File: config.mk
export PLATFORM = sky130hd
export DESIGN_NAME = rsa_modexp_engine_unit
export DESIGN_NICKNAME = d
export VERILOG_FILES = /design/src/hw/rtl/rme_pkg.sv /design/src/hw/rtl/rsa_modexp_engine_unit.sv /design/src/hw/rtl/rme_front.sv /design/src/hw/rtl/rme_queue.sv /design/src/hw/rtl/rme_mulmod.sv /design/src/hw/rtl/rme_engine.sv
export SDC_FILE = /design/constraint.sdc
export NUM_CORES = 1
export LEC_CHECK = 0
export ABC_AREA = 1
export BUFFER_PORTS_ARGS = -buffer_cell sky130_fd_sc_hd__buf_4
export CAP_MARGIN = 10
export CELL_PAD_IN_SITES_DETAIL_PLACEMENT = 1
export CELL_PAD_IN_SITES_GLOBAL_PLACEMENT = 1
export CORE_UTILIZATION = 43
export CTS_CLUSTER_DIAMETER = 80
export DETAILED_ROUTE_END_ITERATION = 12
export GPL_TIMING_DRIVEN = 0
export PLACE_DENSITY = 0.84
export SYNTH_ARGS = -nofsm -noshare
export SYNTH_HDL_FRONTEND = slang
export SYNTH_SLANG_ARGS = --single-unit
File: constraint.sdc
create_clock -name clk_i -period 9.3 [get_ports clk_i]
set_clock_uncertainty 0.1 [all_clocks]
set_input_delay 1.395 -clock clk_i [delete_from_list [all_inputs] [get_ports clk_i]]
set_output_delay 1.395 -clock clk_i [all_outputs]
set_load 0.01 [all_outputs]
File: src/hw/rtl/rme_pkg.sv
// Shared types, constants and codes for the RSA modular exponentiation engine.
// No dependencies; every other file of the block imports this package.
package rme_pkg;

  // Default width of the exponent and modulus registers.
  localparam int unsigned MOD_WIDTH_DEF   = 16;
  // Default depth of the queue between the front end and the engine.
  localparam int unsigned QUEUE_DEPTH_DEF = 2;

  // Fixed field widths of the stream items.
  localparam int unsigned DATA_W      = 16;
  localparam int unsigned REF_W       = 8;
  localparam int unsigned MODE_W      = 2;
  localparam int unsigned IN_TDATA_W  = 24;
  localparam int unsigned OUT_TDATA_W = 24;
  localparam int unsigned CFG_IDX_W   = 2;

  // Configuration register indexes.
  localparam logic [CFG_IDX_W-1:0] CFG_PUBLIC_EXP  = 2'd0;
  localparam logic [CFG_IDX_W-1:0] CFG_PRIVATE_EXP = 2'd1;
  localparam logic [CFG_IDX_W-1:0] CFG_MODULUS     = 2'd2;

  // Operation selected by each request.
  typedef enum logic [MODE_W-1:0] {
    MODE_ENCRYPT = 2'd0,
    MODE_DECRYPT = 2'd1,
    MODE_SIGN    = 2'd2,
    MODE_VERIFY  = 2'd3
  } mode_e;

  // Engine sequencer states.
  typedef enum logic [2:0] {
    ST_IDLE,
    ST_REDUCE,
    ST_STEP,
    ST_MUL,
    ST_SQR,
    ST_OUT
  } eng_state_e;

  // A classified request as it waits in the queue (exponent travels beside it).
  typedef struct packed {
    mode_e              mode;
    logic [DATA_W-1:0]  base;
    logic [REF_W-1:0]   ref_byte;
    logic               last;
  } item_t;

  localparam int unsigned ITEM_W = $bits(item_t);

  // Status of the serial modular multiplier.
  typedef struct packed {
    logic busy;
    logic done;
  } mul_sts_t;

endpackage

File: src/hw/rtl/rsa_modexp_engine_unit.sv
// Each request raises a 16-bit word (only its low byte in encrypt and sign modes) to a
// configured exponent modulo a configured modulus by right-to-left square-and-multiply,
// in one of four modes (encrypt, decrypt, sign, verify), and returns one result. A
// request is popped from the queue and its base reduced modulo the modulus. Each exponent
// bit below the top one then costs one square, and each set bit one multiply. Each of
// these is a pass on the single bit-serial modular multiplier, which handles one request
// at a time. A base that reduces to zero, or a modulus below two, ends the request early.
// The queue (two entries by default) keeps accepting requests while the engine works,
// and an output register holds a finished result until it is taken.
// Configuration must be written only while the block is idle; the block itself does
// not enforce this.
// Depends on rme_pkg, rme_front, rme_queue and rme_engine.
module rsa_modexp_engine_unit import rme_pkg::*; #(
  parameter int unsigned MOD_WIDTH   = MOD_WIDTH_DEF,
  parameter int unsigned QUEUE_DEPTH = QUEUE_DEPTH_DEF
) (
  input  logic                   clk_i,
  input  logic                   rst_ni,
  // Configuration write channel.
  input  logic                   cfg_valid_i,
  output logic                   cfg_ready_o,
  input  logic [CFG_IDX_W-1:0]   cfg_index_i,
  input  logic [MOD_WIDTH-1:0]   cfg_data_i,
  // Request stream.
  input  logic                   s_axis_tvalid,
  output logic                   s_axis_tready,
  input  logic [IN_TDATA_W-1:0]  s_axis_tdata,   // [15:0] data_in, [23:16] reference_byte
  input  logic [MODE_W-1:0]      s_axis_tuser,   // [1:0] mode
  input  logic                   s_axis_tlast,   // last_item
  // Result stream.
  output logic                   m_axis_tvalid,
  input  logic                   m_axis_tready,
  output logic [OUT_TDATA_W-1:0] m_axis_tdata,   // [15:0] value_out, [16] match,
                                                 // [17] all_match, [23:18] zero
  output logic                   m_axis_tlast    // last_out
);

  localparam int unsigned QW = ITEM_W + MOD_WIDTH;

  logic                 push, full, q_valid, q_pop;
  item_t                f_item, q_item;
  logic [MOD_WIDTH-1:0] f_exp, q_exp, modulus;
  logic [QW-1:0]        q_rdata;

  rme_front #(
    .MOD_WIDTH(MOD_WIDTH)
  ) u_front (
    .clk_i       (clk_i),
    .rst_ni      (rst_ni),
    .cfg_valid_i (cfg_valid_i),
    .cfg_ready_o (cfg_ready_o),
    .cfg_index_i (cfg_index_i),
    .cfg_data_i  (cfg_data_i),
    .s_valid_i   (s_axis_tvalid),
    .s_ready_o   (s_axis_tready),
    .s_data_i    (s_axis_tdata),
    .s_user_i    (s_axis_tuser),
    .s_last_i    (s_axis_tlast),
    .push_o      (push),
    .full_i      (full),
    .item_o      (f_item),
    .exp_o       (f_exp),
    .modulus_o   (modulus)
  );

  rme_queue #(
    .WIDTH (QW),
    .DEPTH (QUEUE_DEPTH)
  ) u_queue (
    .clk_i   (clk_i),
    .rst_ni  (rst_ni),
    .push_i  (push),
    .wdata_i ({f_exp, f_item}),
    .full_o  (full),
    .pop_i   (q_pop),
    .valid_o (q_valid),
    .rdata_o (q_rdata)
  );

  assign q_item = item_t'(q_rdata[ITEM_W-1:0]);
  assign q_exp  = q_rdata[QW-1:ITEM_W];

  rme_engine #(
    .MOD_WIDTH(MOD_WIDTH)
  ) u_engine (
    .clk_i     (clk_i),
    .rst_ni    (rst_ni),
    .q_valid_i (q_valid),
    .q_pop_o   (q_pop),
    .q_item_i  (q_item),
    .q_exp_i   (q_exp),
    .mod_i     (modulus),
    .m_valid_o (m_axis_tvalid),
    .m_ready_i (m_axis_tready),
    .m_data_o  (m_axis_tdata),
    .m_last_o  (m_axis_tlast)
  );

endmodule

File: src/hw/rtl/rme_front.sv
// Front end: configuration registers, input handshake and request classification.
// Depends on rme_pkg; feeds the request queue.
module rme_front import rme_pkg::*; #(
  parameter int unsigned MOD_WIDTH = MOD_WIDTH_DEF
) (
  input  logic                   clk_i,
  input  logic                   rst_ni,
  // Configuration write channel.
  input  logic                   cfg_valid_i,
  output logic                   cfg_ready_o,
  input  logic [CFG_IDX_W-1:0]   cfg_index_i,
  input  logic [MOD_WIDTH-1:0]   cfg_data_i,
  // Input stream.
  input  logic                   s_valid_i,
  output logic                   s_ready_o,
  input  logic [IN_TDATA_W-1:0]  s_data_i,
  input  logic [MODE_W-1:0]      s_user_i,
  input  logic                   s_last_i,
  // Toward the queue.
  output logic                   push_o,
  input  logic                   full_i,
  output item_t                  item_o,
  output logic [MOD_WIDTH-1:0]   exp_o,
  // Modulus, read by the engine.
  output logic [MOD_WIDTH-1:0]   modulus_o
);

  logic [MOD_WIDTH-1:0] pub_exp_q, priv_exp_q, modulus_q;
  mode_e                mode;
  logic [DATA_W-1:0]    data_in;

  // Configuration registers; writes to unknown indexes are dropped.
  assign cfg_ready_o = 1'b1;
  always_ff @(posedge clk_i or negedge rst_ni) begin
    if (!rst_ni) begin
      pub_exp_q  <= MOD_WIDTH'(1);
      priv_exp_q <= MOD_WIDTH'(1);
      modulus_q  <= MOD_WIDTH'(1);
    end else if (cfg_valid_i) begin
      case (cfg_index_i)
        CFG_PUBLIC_EXP:  pub_exp_q  <= cfg_data_i;
        CFG_PRIVATE_EXP: priv_exp_q <= cfg_data_i;
        CFG_MODULUS:     modulus_q  <= cfg_data_i;
        default: ;
      endcase
    end
  end

  // Accept a request whenever the queue has room.
  assign s_ready_o = !full_i;
  assign push_o    = s_valid_i && !full_i;
  assign modulus_o = modulus_q;

  // Classify: pick the base width and the exponent from the mode.
  assign mode    = mode_e'(s_user_i);
  assign data_in = s_data_i[DATA_W-1:0];
  always_comb begin
    item_o.mode     = mode;
    item_o.ref_byte = s_data_i[DATA_W +: REF_W];
    item_o.last     = s_last_i;
    item_o.base     = data_in;
    exp_o           = pub_exp_q;
    case (mode)
      MODE_ENCRYPT: item_o.base = {8'd0, data_in[7:0]};
      MODE_DECRYPT: exp_o = priv_exp_q;
      MODE_SIGN: begin
        item_o.base = {8'd0, data_in[7:0]};
        exp_o       = priv_exp_q;
      end
      default: ;
    endcase
  end

endmodule

File: src/hw/rtl/rme_queue.sv
// Small request queue between the front end and the exponentiation engine.
// Depends on rme_pkg for its default width and depth.
module rme_queue import rme_pkg::*; #(
  parameter int unsigned WIDTH = ITEM_W,
  parameter int unsigned DEPTH = QUEUE_DEPTH_DEF
) (
  input  logic             clk_i,
  input  logic             rst_ni,
  input  logic             push_i,
  input  logic [WIDTH-1:0] wdata_i,
  output logic             full_o,
  input  logic             pop_i,
  output logic             valid_o,
  output logic [WIDTH-1:0] rdata_o
);

  localparam int unsigned PTR_W = (DEPTH > 1) ? $clog2(DEPTH) : 1;
  localparam int unsigned CNT_W = $clog2(DEPTH + 1);

  logic [WIDTH-1:0] mem_q [DEPTH];
  logic [PTR_W-1:0] wptr_q, rptr_q;
  logic [CNT_W-1:0] count_q;

  assign full_o  = (count_q == CNT_W'(DEPTH));
  assign valid_o = (count_q != '0);
  assign rdata_o = mem_q[rptr_q];

  // Storage.
  always_ff @(posedge clk_i) begin
    if (push_i) begin
      mem_q[wptr_q] <= wdata_i;
    end
  end

  // Pointers and fill count.
  always_ff @(posedge clk_i or negedge rst_ni) begin
    if (!rst_ni) begin
      wptr_q  <= '0;
      rptr_q  <= '0;
      count_q <= '0;
    end else begin
      if (push_i) begin
        wptr_q <= (wptr_q == PTR_W'(DEPTH - 1)) ? '0 : wptr_q + PTR_W'(1);
      end
      if (pop_i) begin
        rptr_q <= (rptr_q == PTR_W'(DEPTH - 1)) ? '0 : rptr_q + PTR_W'(1);
      end
      if (push_i && !pop_i) begin
        count_q <= count_q + CNT_W'(1);
      end else if (!push_i && pop_i) begin
        count_q <= count_q - CNT_W'(1);
      end
    end
  end

  // The front end never pushes into a full queue, the engine never pops an empty one.
  a_no_overflow: assert property (@(posedge clk_i) disable iff (!rst_ni)
    push_i |-> (count_q < CNT_W'(DEPTH)))
    else $error("queue push while full");
  a_no_underflow: assert property (@(posedge clk_i) disable iff (!rst_ni)
    pop_i |-> (count_q != '0))
    else $error("queue pop while empty");

endmodule

File: src/hw/rtl/rme_mulmod.sv
// Bit-serial modular multiplier: r = a * b mod m, one multiplier bit per cycle.
// Depends on rme_pkg; shared by base reduction, multiply and square steps.
module rme_mulmod import rme_pkg::*; #(
  parameter int unsigned MOD_WIDTH = MOD_WIDTH_DEF,
  parameter int unsigned OPW       = (MOD_WIDTH > DATA_W) ? MOD_WIDTH : DATA_W,
  parameter int unsigned CNT_W     = $clog2(OPW + 1)
) (
  input  logic                 clk_i,
  input  logic                 rst_ni,
  input  logic                 start_i,
  input  logic [MOD_WIDTH-1:0] a_i,      // multiplicand, below m
  input  logic [OPW-1:0]       b_i,      // multiplier, left aligned
  input  logic [CNT_W-1:0]     nbits_i,  // number of multiplier bits to use
  input  logic [MOD_WIDTH-1:0] mod_i,
  output mul_sts_t             sts_o,
  output logic [MOD_WIDTH-1:0] result_o
);

  logic [MOD_WIDTH-1:0] r_q, r_d, a_q;
  logic [OPW-1:0]       b_q;
  logic [CNT_W-1:0]     cnt_q;
  logic                 busy_q, done_q;
  logic [MOD_WIDTH:0]   dbl, sum, mod_ext;
  logic [MOD_WIDTH-1:0] dbl_red;

  // One double-and-add step with a conditional subtraction after the double and after the add.
  always_comb begin
    mod_ext = {1'b0, mod_i};
    dbl     = {r_q, 1'b0};
    dbl_red = (dbl >= mod_ext) ? MOD_WIDTH'(dbl - mod_ext) : MOD_WIDTH'(dbl);
    sum     = {1'b0, dbl_red} + {1'b0, a_q};
    if (b_q[OPW-1]) begin
      r_d = (sum >= mod_ext) ? MOD_WIDTH'(sum - mod_ext) : MOD_WIDTH'(sum);
    end else begin
      r_d = dbl_red;
    end
  end

  // Datapath registers.
  always_ff @(posedge clk_i) begin
    if (start_i) begin
      r_q <= '0;
      a_q <= a_i;
      b_q <= b_i;
    end else if (busy_q) begin
      r_q <= r_d;
      b_q <= b_q << 1;
    end
  end

  // Bit counter and status.
  always_ff @(posedge clk_i or negedge rst_ni) begin
    if (!rst_ni) begin
      cnt_q  <= '0;
      busy_q <= 1'b0;
      done_q <= 1'b0;
    end else begin
      done_q <= 1'b0;
      if (start_i) begin
        cnt_q  <= nbits_i;
        busy_q <= 1'b1;
      end else if (busy_q) begin
        cnt_q <= cnt_q - CNT_W'(1);
        if (cnt_q == CNT_W'(1)) begin
          busy_q <= 1'b0;
          done_q <= 1'b1;
        end
      end
    end
  end

  assign sts_o.busy = busy_q;
  assign sts_o.done = done_q;
  assign result_o   = r_q;

endmodule

File: src/hw/rtl/rme_engine.sv
// Back end: square-and-multiply sequencer, result formatting and verify tracking.
// Depends on rme_pkg and rme_mulmod; drains the request queue.
module rme_engine import rme_pkg::*; #(
  parameter int unsigned MOD_WIDTH = MOD_WIDTH_DEF
) (
  input  logic                   clk_i,
  input  logic                   rst_ni,
  // From the queue.
  input  logic                   q_valid_i,
  output logic                   q_pop_o,
  input  item_t                  q_item_i,
  input  logic [MOD_WIDTH-1:0]   q_exp_i,
  input  logic [MOD_WIDTH-1:0]   mod_i,
  // Result stream.
  output logic                   m_valid_o,
  input  logic                   m_ready_i,
  output logic [OUT_TDATA_W-1:0] m_data_o,
  output logic                   m_last_o
);

  localparam int unsigned OPW   = (MOD_WIDTH > DATA_W) ? MOD_WIDTH : DATA_W;
  localparam int unsigned CNT_W = $clog2(OPW + 1);

  eng_state_e           state_q, state_d;
  item_t                item_q, item_d;
  logic [MOD_WIDTH-1:0] exp_q, exp_d, acc_q, acc_d, base_q, base_d, res_q, res_d;
  logic                 ovalid_q, ovalid_d, run_q, run_d;
  logic [DATA_W-1:0]    oval_q, oval_d;
  logic                 omatch_q, omatch_d, oall_q, oall_d, olast_q, olast_d;

  logic                 mul_start;
  logic [MOD_WIDTH-1:0] mul_a, mul_res;
  logic [OPW-1:0]       mul_b;
  logic [CNT_W-1:0]     mul_n;
  mul_sts_t             mul_sts;
  logic                 mod_small, is_verify, match;
  logic [DATA_W-1:0]    val16;

  rme_mulmod #(
    .MOD_WIDTH(MOD_WIDTH)
  ) u_mulmod (
    .clk_i    (clk_i),
    .rst_ni   (rst_ni),
    .start_i  (mul_start),
    .a_i      (mul_a),
    .b_i      (mul_b),
    .nbits_i  (mul_n),
    .mod_i    (mod_i),
    .sts_o    (mul_sts),
    .result_o (mul_res)
  );

  // A modulus of zero or one leaves nothing but zero.
  assign mod_small = (mod_i <= MOD_WIDTH'(1));

  // Result formatting for the output register.
  assign is_verify = (item_q.mode == MODE_VERIFY);
  assign match     = is_verify && (res_q == MOD_WIDTH'(item_q.ref_byte));
  always_comb begin
    val16 = DATA_W'(res_q);
    if (item_q.mode == MODE_DECRYPT) begin
      val16 = {8'd0, val16[7:0]};
    end
  end

  // Sequencer: next state, operand select and output register load.
  always_comb begin
    state_d   = state_q;
    item_d    = item_q;
    exp_d     = exp_q;
    acc_d     = acc_q;
    base_d    = base_q;
    res_d     = res_q;
    run_d     = run_q;
    ovalid_d  = ovalid_q && !m_ready_i;
    oval_d    = oval_q;
    omatch_d  = omatch_q;
    oall_d    = oall_q;
    olast_d   = olast_q;
    q_pop_o   = 1'b0;
    mul_start = 1'b0;
    mul_a     = acc_q;
    mul_b     = OPW'(base_q) << (OPW - MOD_WIDTH);
    mul_n     = CNT_W'(MOD_WIDTH);
    case (state_q)
      ST_IDLE: begin
        // Reduce the base: shift its bits through the multiplier with a = 1.
        mul_a = MOD_WIDTH'(1);
        mul_b = OPW'(q_item_i.base) << (OPW - DATA_W);
        mul_n = CNT_W'(DATA_W);
        if (q_valid_i) begin
          q_pop_o = 1'b1;
          item_d  = q_item_i;
          exp_d   = q_exp_i;
          if (mod_small) begin
            res_d   = '0;
            state_d = ST_OUT;
          end else begin
            mul_start = 1'b1;
            state_d   = ST_REDUCE;
          end
        end
      end
      ST_REDUCE: begin
        if (mul_sts.done) begin
          if (mul_res == '0) begin
            res_d   = '0;
            state_d = ST_OUT;
          end else begin
            base_d  = mul_res;
            acc_d   = MOD_WIDTH'(1);
            state_d = ST_STEP;
          end
        end
      end
      ST_STEP: begin
        // Right to left: multiply on a set bit, then square and shift.
        if (exp_q == '0) begin
          res_d   = acc_q;
          state_d = ST_OUT;
        end else if (exp_q[0]) begin
          mul_start = 1'b1;
          state_d   = ST_MUL;
        end else begin
          mul_a     = base_q;
          mul_start = 1'b1;
          state_d   = ST_SQR;
        end
      end
      ST_MUL: begin
        if (mul_sts.done) begin
          acc_d    = mul_res;
          exp_d[0] = 1'b0;
          state_d  = ST_STEP;
        end
      end
      ST_SQR: begin
        if (mul_sts.done) begin
          base_d  = mul_res;
          exp_d   = exp_q >> 1;
          state_d = ST_STEP;
        end
      end
      ST_OUT: begin
        // Load the output register once it is free or being drained.
        if (!ovalid_q || m_ready_i) begin
          ovalid_d = 1'b1;
          oval_d   = val16;
          omatch_d = match;
          oall_d   = is_verify ? (run_q && match) : run_q;
          olast_d  = item_q.last;
          if (item_q.last) begin
            run_d = 1'b1;
          end else if (is_verify) begin
            run_d = run_q && match;
          end
          state_d = ST_IDLE;
        end
      end
      default: state_d = ST_IDLE;
    endcase
  end

  // Control registers.
  always_ff @(posedge clk_i or negedge rst_ni) begin
    if (!rst_ni) begin
      state_q  <= ST_IDLE;
      ovalid_q <= 1'b0;
      run_q    <= 1'b1;
    end else begin
      state_q  <= state_d;
      ovalid_q <= ovalid_d;
      run_q    <= run_d;
    end
  end

  // Datapath and output payload registers.
  always_ff @(posedge clk_i) begin
    item_q   <= item_d;
    exp_q    <= exp_d;
    acc_q    <= acc_d;
    base_q   <= base_d;
    res_q    <= res_d;
    oval_q   <= oval_d;
    omatch_q <= omatch_d;
    oall_q   <= oall_d;
    olast_q  <= olast_d;
  end

  assign m_valid_o = ovalid_q;
  assign m_data_o  = {6'd0, oall_q, omatch_q, oval_q};
  assign m_last_o  = olast_q;

  // The shared multiplier is never restarted while it is still working.
  a_mul_free: assert property (@(posedge clk_i) disable iff (!rst_ni)
    mul_start |-> !mul_sts.busy)
    else $error("multiplier started while busy");
  // Accumulator and running base stay reduced below the modulus.
  a_acc_reduced: assert property (@(posedge clk_i) disable iff (!rst_ni)
    (state_q == ST_STEP) |-> (acc_q < mod_i))
    else $error("accumulator not reduced");
  a_base_reduced: assert property (@(posedge clk_i) disable iff (!rst_ni)
    (state_q == ST_STEP) |-> (base_q < mod_i))
    else $error("base not reduced");

endmodule
==> Word-level counts from Yosys, hierarchy flattened <==
Memories as Yosys holds them, arrays and structs flattened.
Cells that the tools add are included.
{ "op_classes": {"n_reduce_logical": 39, "magnitude_cmp": 3, "mux": 62, "eq_ne": 24, "add_sub_neg": 8} }
{ "ops": {"columns": ["op", "n"], "rows": [
  ["$mux 16", 22],
  ["$pmux 16 s2", 3],
  ["$pmux 16 s3", 1],
  ["$ge 17x16->1", 2],
  ["$logic_not 16->1", 2],
  ["$sub 16x16->16", 2],
  ["$pmux 15 s2", 1],
  ["$mux 3", 8],
  ["$mux 1", 20],
  ["$add 16x16->17", 1],
  ["$eq 16x8->1", 1],
  ["$le 16x1->1 const B", 1],
  ["$reduce_and 4->1", 4],
  ["$pmux 3 s5", 1],
  ["$reduce_bool 2->1", 6],
  ["$mux 5", 2],
  ["$ne 2x1->1 const B", 5],
  ["$ne 2x2->1 const B", 5],
  ["$reduce_and 2->1", 5],
  ["$eq 2x2->1 const B", 4],
  ["$eq 2x1->1 const B", 3],
  ["$eq 3x2->1 const B", 2],
  ["$eq 3x3->1 const B", 2],
  ["$logic_and 1x1->1", 6],
  ["other kinds (17)", 27]
]} }
{ "word_totals": {"ram_bits": 86, "memories": 1, "in_bits": 50, "reg_bits": 206} }
{ "mem_list": {"columns": ["name", "depth", "width", "read_ports", "rd_clocked_by_memory_dff", "write_ports", "line_no", "text"], "rows": [
  ["u_queue.mem_q", 2, 43, 1, 0, 1, "rme_queue.sv:20", "logic [WIDTH-1:0] mem_q [DEPTH];"]
]} }

==> Longest topological paths before layout <==
{ "depth": {"ltp_word": 7, "ltp_mapped": 39} }

==> Cells and area by module <==
From an unflattened synthesis, not the netlist that was laid out.
{ "unflattened": {"hier_cells": 1930, "hier_area_um2": 16876.2} }
{ "by_module_without_submodules": {"columns": ["module", "area_each_um2", "seq_area_each_um2", "instances", "cells_per_inst"], "rows": [
  ["rme_mulmod", 6033.3, 1456.4, 1, 944],
  ["rme_engine", 4803.4, 2949.1, 1, 516],
  ["rme_queue", 3510.9, 2682.6, 1, 159],
  ["rme_front", 2528.7, 1204.9, 1, 311]
]} }

==> Worst setup path after synthesis <==
Ideal clock, no wire load.
{ "synth_path": {"path_kind": "reg2reg", "from": "reg u_front.modulus_q[6] (netlist: u_front.modulus_o[6])", "to": "reg u_engine.u_mulmod.r_q[13] (netlist: u_engine.u_mulmod.result_o[13])", "arrival_ns": 4.221, "setup_time_ns": 0.117, "path_stages_with_launch": 36, "setup_slack_ns": 4.862, "synth_period_minus_slack_ns": 4.438, "path_cell_list": "dfrtp_1 inv_1 ha_1 nand2_1 inv_2 nand2_2 nor3_2 nand2_2 nand2_2 nand2_4 buf_2 a21oi_1 ha_1 inv_1 fa_1 inv_1 nand3_1 nand3_1 nand2_1 nand2_1 xor2_1 inv_1 ha_1 nand2_1 nand2_1 nand2_1 nand2_1 a21oi_2 nand2_2 nand2_4 nand3_4 buf_12 nor2_1 nor2_1 nor2_1 nor2_1"} }
{ "synth_via": {"elab_chain_cells": 6, "elab_cells_between_ends": 12, "classes_between": "add/sub: 3; order compare: 3; mux: 6"} }
{ "synth_lines": {"columns": ["element", "line_no", "text"], "rows": [
  ["from (decl)", "rme_front.sv:28", "logic [MOD_WIDTH-1:0] pub_exp_q, priv_exp_q, modulus_q;"],
  ["from (signal assigned)", "rme_front.sv:43", "CFG_MODULUS: modulus_q <= cfg_data_i;"],
  ["$sub 16x16->16 or $ge 17x16->1 (tied branches)", "rme_mulmod.sv:30", "dbl_red = (dbl >= mod_ext) ? MOD_WIDTH'(dbl - mod_ext) : MOD_WIDTH'(dbl);"],
  ["$mux 16", "rme_mulmod.sv:30", null],
  ["$add 16x16->17", "rme_mulmod.sv:31", "sum = {1'b0, dbl_red} + {1'b0, a_q};"],
  ["$sub 16x16->16 or $ge 17x16->1 (tied branches)", "rme_mulmod.sv:33", "r_d = (sum >= mod_ext) ? MOD_WIDTH'(sum - mod_ext) : MOD_WIDTH'(sum);"],
  ["$mux 16", "rme_mulmod.sv:33", null],
  ["$mux 16", "rme_mulmod.sv:32", "if (b_q[OPW-1]) begin"],
  ["to (signal assigned)", "rme_mulmod.sv:46", "r_q <= r_d;"],
  ["to (decl)", "rme_mulmod.sv:19", "logic [MOD_WIDTH-1:0] r_q, r_d, a_q;"]
]} }
Several ways; a longest one is shown, not always the timed one.
A chain may end at the register's enable or synchronous reset.

==> Worst setup path in the final report <==
{ "layout_path": {"from": "reg u_front.modulus_q[13] (netlist: u_front.modulus_o[13])", "to": "reg u_engine.u_mulmod.r_q[2] (netlist: u_engine.u_mulmod.result_o[2])"} }
{ "layout_via": {"elab_chain_cells": 6, "elab_cells_between_ends": 12, "classes_between": "add/sub: 3; order compare: 3; mux: 6"} }
{ "layout_lines": {"columns": ["element", "line_no"], "rows": [
  ["$ge 17x16->1 or $sub 16x16->16 (tied branches)", "rme_mulmod.sv:30"],
  ["$mux 16", "rme_mulmod.sv:30"],
  ["$add 16x16->17", "rme_mulmod.sv:31"],
  ["$sub 16x16->16 or $ge 17x16->1 (tied branches)", "rme_mulmod.sv:33"],
  ["$mux 16", "rme_mulmod.sv:33"],
  ["$mux 16", "rme_mulmod.sv:32"]
]} }
Several ways; a longest one is shown, not always the timed one.

==> summary.txt <==
Clock tree
  • Clk Latency, worst-skew pair: 0.57 ns
  • Postcts setup bufs: 0
  • Hold Buf Count CTS: 0
  • CTS tree: done
  • H-tree depth: 1
  • Clk pin slew, worst setup/hold paths: 0.07 ns
  • CTS Buf Count: 30
  • Total clock sinks: 292
  • Max clock buf depth: 3
  • # resized after CTS: 0
  • Root Driver: clkbuf_16

Critical path
  • R2R depth: 31
  • Reg2reg setup slack: 3.54 ns
  • R2r startpoint: u_front.modulus_o[13]$_DFFE_PN0P_
  • Crit path kind: reg2reg
  • Startpoint types: register
  • CP max stage delay: 0.47 ns
  • Top cell by count, worst path: nand2_1
  • Arr. time, crit path: 6.10 ns
  • Critical-path maximum fanout: 10
  • Worst EP required: 9.64 ns
  • FF-to-FF End: u_engine.u_mulmod.result_o[2]$_SDFFE_PP0P_
  • Crit path capture type: register
  • Worst path slowest cell: dfrtp_1

Finish
  • NumNets Final: 1985
  • ANT cells: 0
  • Layout Area Growth over Synthesis: 14.55%
  • Commonest cells after routing, fill and taps aside: 453 x nand2_1, 255 x inv_1, 212 x edfxtp_1
  • Layout cells sized above 1: 0.1248
  • # fillers: 4221
  • Commonest non-fill, non-tap cell in the layout: nand2_1

Synth
  • Synth cell types: 49
  • Seq/Total Area, Yosys: 0.5344
  • Post-synth top flop: edfxtp_1
  • Number of synthesized flops with an enable pin: 212
  • Avg Cell Area, Syn: 8.787 sq um
  • Synth warn: 0
  • Seq cells post-synth: 292
  • Share of synthesized registers carrying an async set or reset: 0.2192
  • Cells after Synth: 1766
  • Post-Syn Area: 0.01552 sq mm

Power and ir drop
  • Maximum VDD drop: 0.1437 mV
  • Static Leak: 8.034 nW
  • Pwr per Cell Area: 198.8 mW/mm^2

Die
  • Std-Cell Rows: 69
  • Die area: 0.03685 sq mm
  • Die width: 192.0 microns
  • Core area: 0.03557 sq mm
  • Io pins: 78
  • Die Ht: 192.0 microns
  • Initial Util: 0.4363

Timing
  • PnR worst setup slack: 3.541 ns
  • Final hold vios: 0
  • Post-layout minimum cycle time: 5.759 ns
  • Setup violations, final: 0
  • Worst Tran Pin Value: 1.078 ns
  • Final Max Tran Viols: 0
  • Period utilization: 0.6192
  • RSZ-0062 raised after global routing: no
  • Max_slew headroom: 0.2806
  • Setup_tns: 0 ns
  • Fmax achieved: 0.1736 GHz

Global route
  • All-layer global routing usage: 0.2687
  • Antenna violations before repair: 0
  • Vias in the first global route: 13650
  • Total grt overflow: 0
  • Largest net degree at the start of global routing: 65
  • First-pass GRT wire length: 75290 microns

Route
  • Total number of vias: 12540
  • Iteration-0 DRC Markers: 928
  • Vias/cell: 5.311
  • Antenna-violating nets left: 0
  • Residual DRC: 0
  • Total iterations of the first detailed-routing run: 5
  • Final wirelength: 48080 microns
  • Routed len/inst: 20.37 microns

Min path
  • Hold_sp: u_engine.res_q[2]$_SDFFCE_PN0P_
  • Tightest Hold Check Type: reg2reg
  • Worst Hold End: u_engine.oval_q[2]$_DFFE_PP_
  • Hold Crit Depth: 0

Job
  • Max-Cap Viols: 0

Place
  • Post-DP HPWL: 36270 microns
  • Global placer's final weighted congestion: 0.9217
  • Pre-CTS WS: 3.623 ns
  • Port bufs: 70

Outcome
  • Status: finished clean
-- per-layer routing --
layer / global-route usage / part of all wire / routed length (microns) / vias up
met5: 0 / 0 / 0 / -
met4: 0.09116 / 0.035 / 1680 / 0
met3: 0.02741 / 0.044 / 2117 / 108
met2: 0.4922 / 0.51 / 24560 / 362
met1: 0.3274 / 0.41 / 19720 / 6144
li1: - / - / - / 5921
-- logic make-up (layout without fill, tap and decap cells) --
kind of cell | Yosys count | count (layout) | share of synthesized area
simple gates | 846 | 846 | 0.2352
flops | 292 | 292 | 0.5344
xor+xnor | 30 | 30 | 0.01693
compound gates | 199 | 199 | 0.07031
mux | 16 | 16 | 0.01161
fa+ha+maj | 57 | 57 | 0.04741
buf+inv | 324 | 452 | 0.08369
other cells | 2 | 7 | 0.0004839
-- how the worst max path moves through the flow --
stage	startpoint	to	slack, ns	depth (start not counted)
floorplan	u_front.modulus_o[6]$_DFFE_PN0P_	u_engine.u_mulmod.result_o[13]$_SDFFE_PP0P_	4.86	35
global placement	u_front.modulus_o[11]$_DFFE_PN0P_	u_engine.u_mulmod.result_o[9]$_SDFFE_PP0P_	3.79	32
detailed placement	u_front.modulus_o[11]$_DFFE_PN0P_	u_engine.u_mulmod.result_o[9]$_SDFFE_PP0P_	3.62	32
CTS	u_front.modulus_o[13]$_DFFE_PN0P_	u_engine.u_mulmod.result_o[2]$_SDFFE_PP0P_	3.54	31
global route	u_front.modulus_o[8]$_DFFE_PN0P_	u_engine.u_mulmod.result_o[14]$_SDFFE_PP0P_	3.14	36
finish	u_front.modulus_o[13]$_DFFE_PN0P_	u_engine.u_mulmod.result_o[2]$_SDFFE_PP0P_	3.54	31
-- synth_stat cells (all sizes together), types with 3 or more instances --
| cell | count | area (sq um) |
|---|---|---|
| nand2 | 482 | 1947 |
| inv | 267 | 1002 |
| nor2 | 213 | 837.1 |
| edfxtp | 212 | 6366 |
| o21ai | 124 | 620.6 |
| nand3 | 87 | 468.0 |
| dfrtp | 60 | 1501 |
| ha | 54 | 675.7 |
| a21oi | 36 | 198.9 |
| clkbuf | 33 | 123.9 |
| buf | 23 | 168.9 |
| and2 | 17 | 107.6 |
| dfxtp | 16 | 320.3 |
| mux2 | 16 | 180.2 |
| nand4 | 16 | 100.1 |
| o22ai | 16 | 100.1 |
| xor2 | 16 | 140.1 |
| a31oi | 15 | 108.9 |
| xnor2 | 14 | 122.6 |
| nor3 | 11 | 60.06 |
| nor4 | 10 | 62.56 |
| or2 | 5 | 31.28 |
| dfstp | 4 | 105.1 |
| nand3b | 4 | 30.03 |
| fa | 3 | 60.06 |
-- flip-flops by register name (all words and copies together), names as in the netlist, 5 cells and up --
register / cells
u_engine.exp_q: 16
u_engine.u_mulmod.cnt_q: 5
u_queue.mem_q: 86
u_front.priv_exp_q: 16
u_engine.item_q: 11
u_engine.u_mulmod.b_q: 16
u_engine.oval_q: 16
u_front.pub_exp_q: 16
u_engine.res_q: 16
u_engine.u_mulmod.a_q: 16
u_engine.u_mulmod.result_o: 16
u_engine.acc_q: 16
u_engine.base_q: 16
u_front.modulus_o: 16
-- metrics by stage --
stage	utilization	area [sq um]	cells	hold slack [ns]	power, mW
finish	0.4998	17780	2360	0.3654	3.534
global route	0.4998	17780	2360	0.3698	3.666
CTS	0.4998	17780	2360	0.3583	3.541
detailed placement	0.4707	16740	2307	0.3425	2.278
global placement	0.4678	16640	2302	0.3369	2.225
floorplan	-	15540	1771	0.3264	2.042
-- worst max-delay path, delay by kind of cell (launching register included) --
kind            cells  cell delay [ns]
simple gates       17             1.82
compound gates      3             0.58
fa+ha+maj           4             1.40
buf+inv             6             0.85
xor+xnor            1             0.40
flops               1             0.47
-- where the power goes --
part / switching [mW] / leakage (nW) / internal [mW] / total (mW)
Sequential: 0.0603 / 2.77 / 1.55 / 1.61
Combinational: 0.441 / 4.76 / 0.212 / 0.652
Clock: 0.525 / 0.502 / 0.748 / 1.27
-- area by class of cell --
class,count,area [sq um],area share
Timing Repair Buffer,75,599.3,0.03371
Sequential cell,292,8293,0.4665
Inverter,268,1006,0.05659
Buffer,56,292.8,0.01647
Tap cell,461,576.8,0.03245
Multi-Input combinational cell,1155,5973,0.3360
Clock inverter,18,203.9,0.01147
Clock buffer,35,832.0,0.04680
Note: power is estimated with default switching activity, not from simulation.
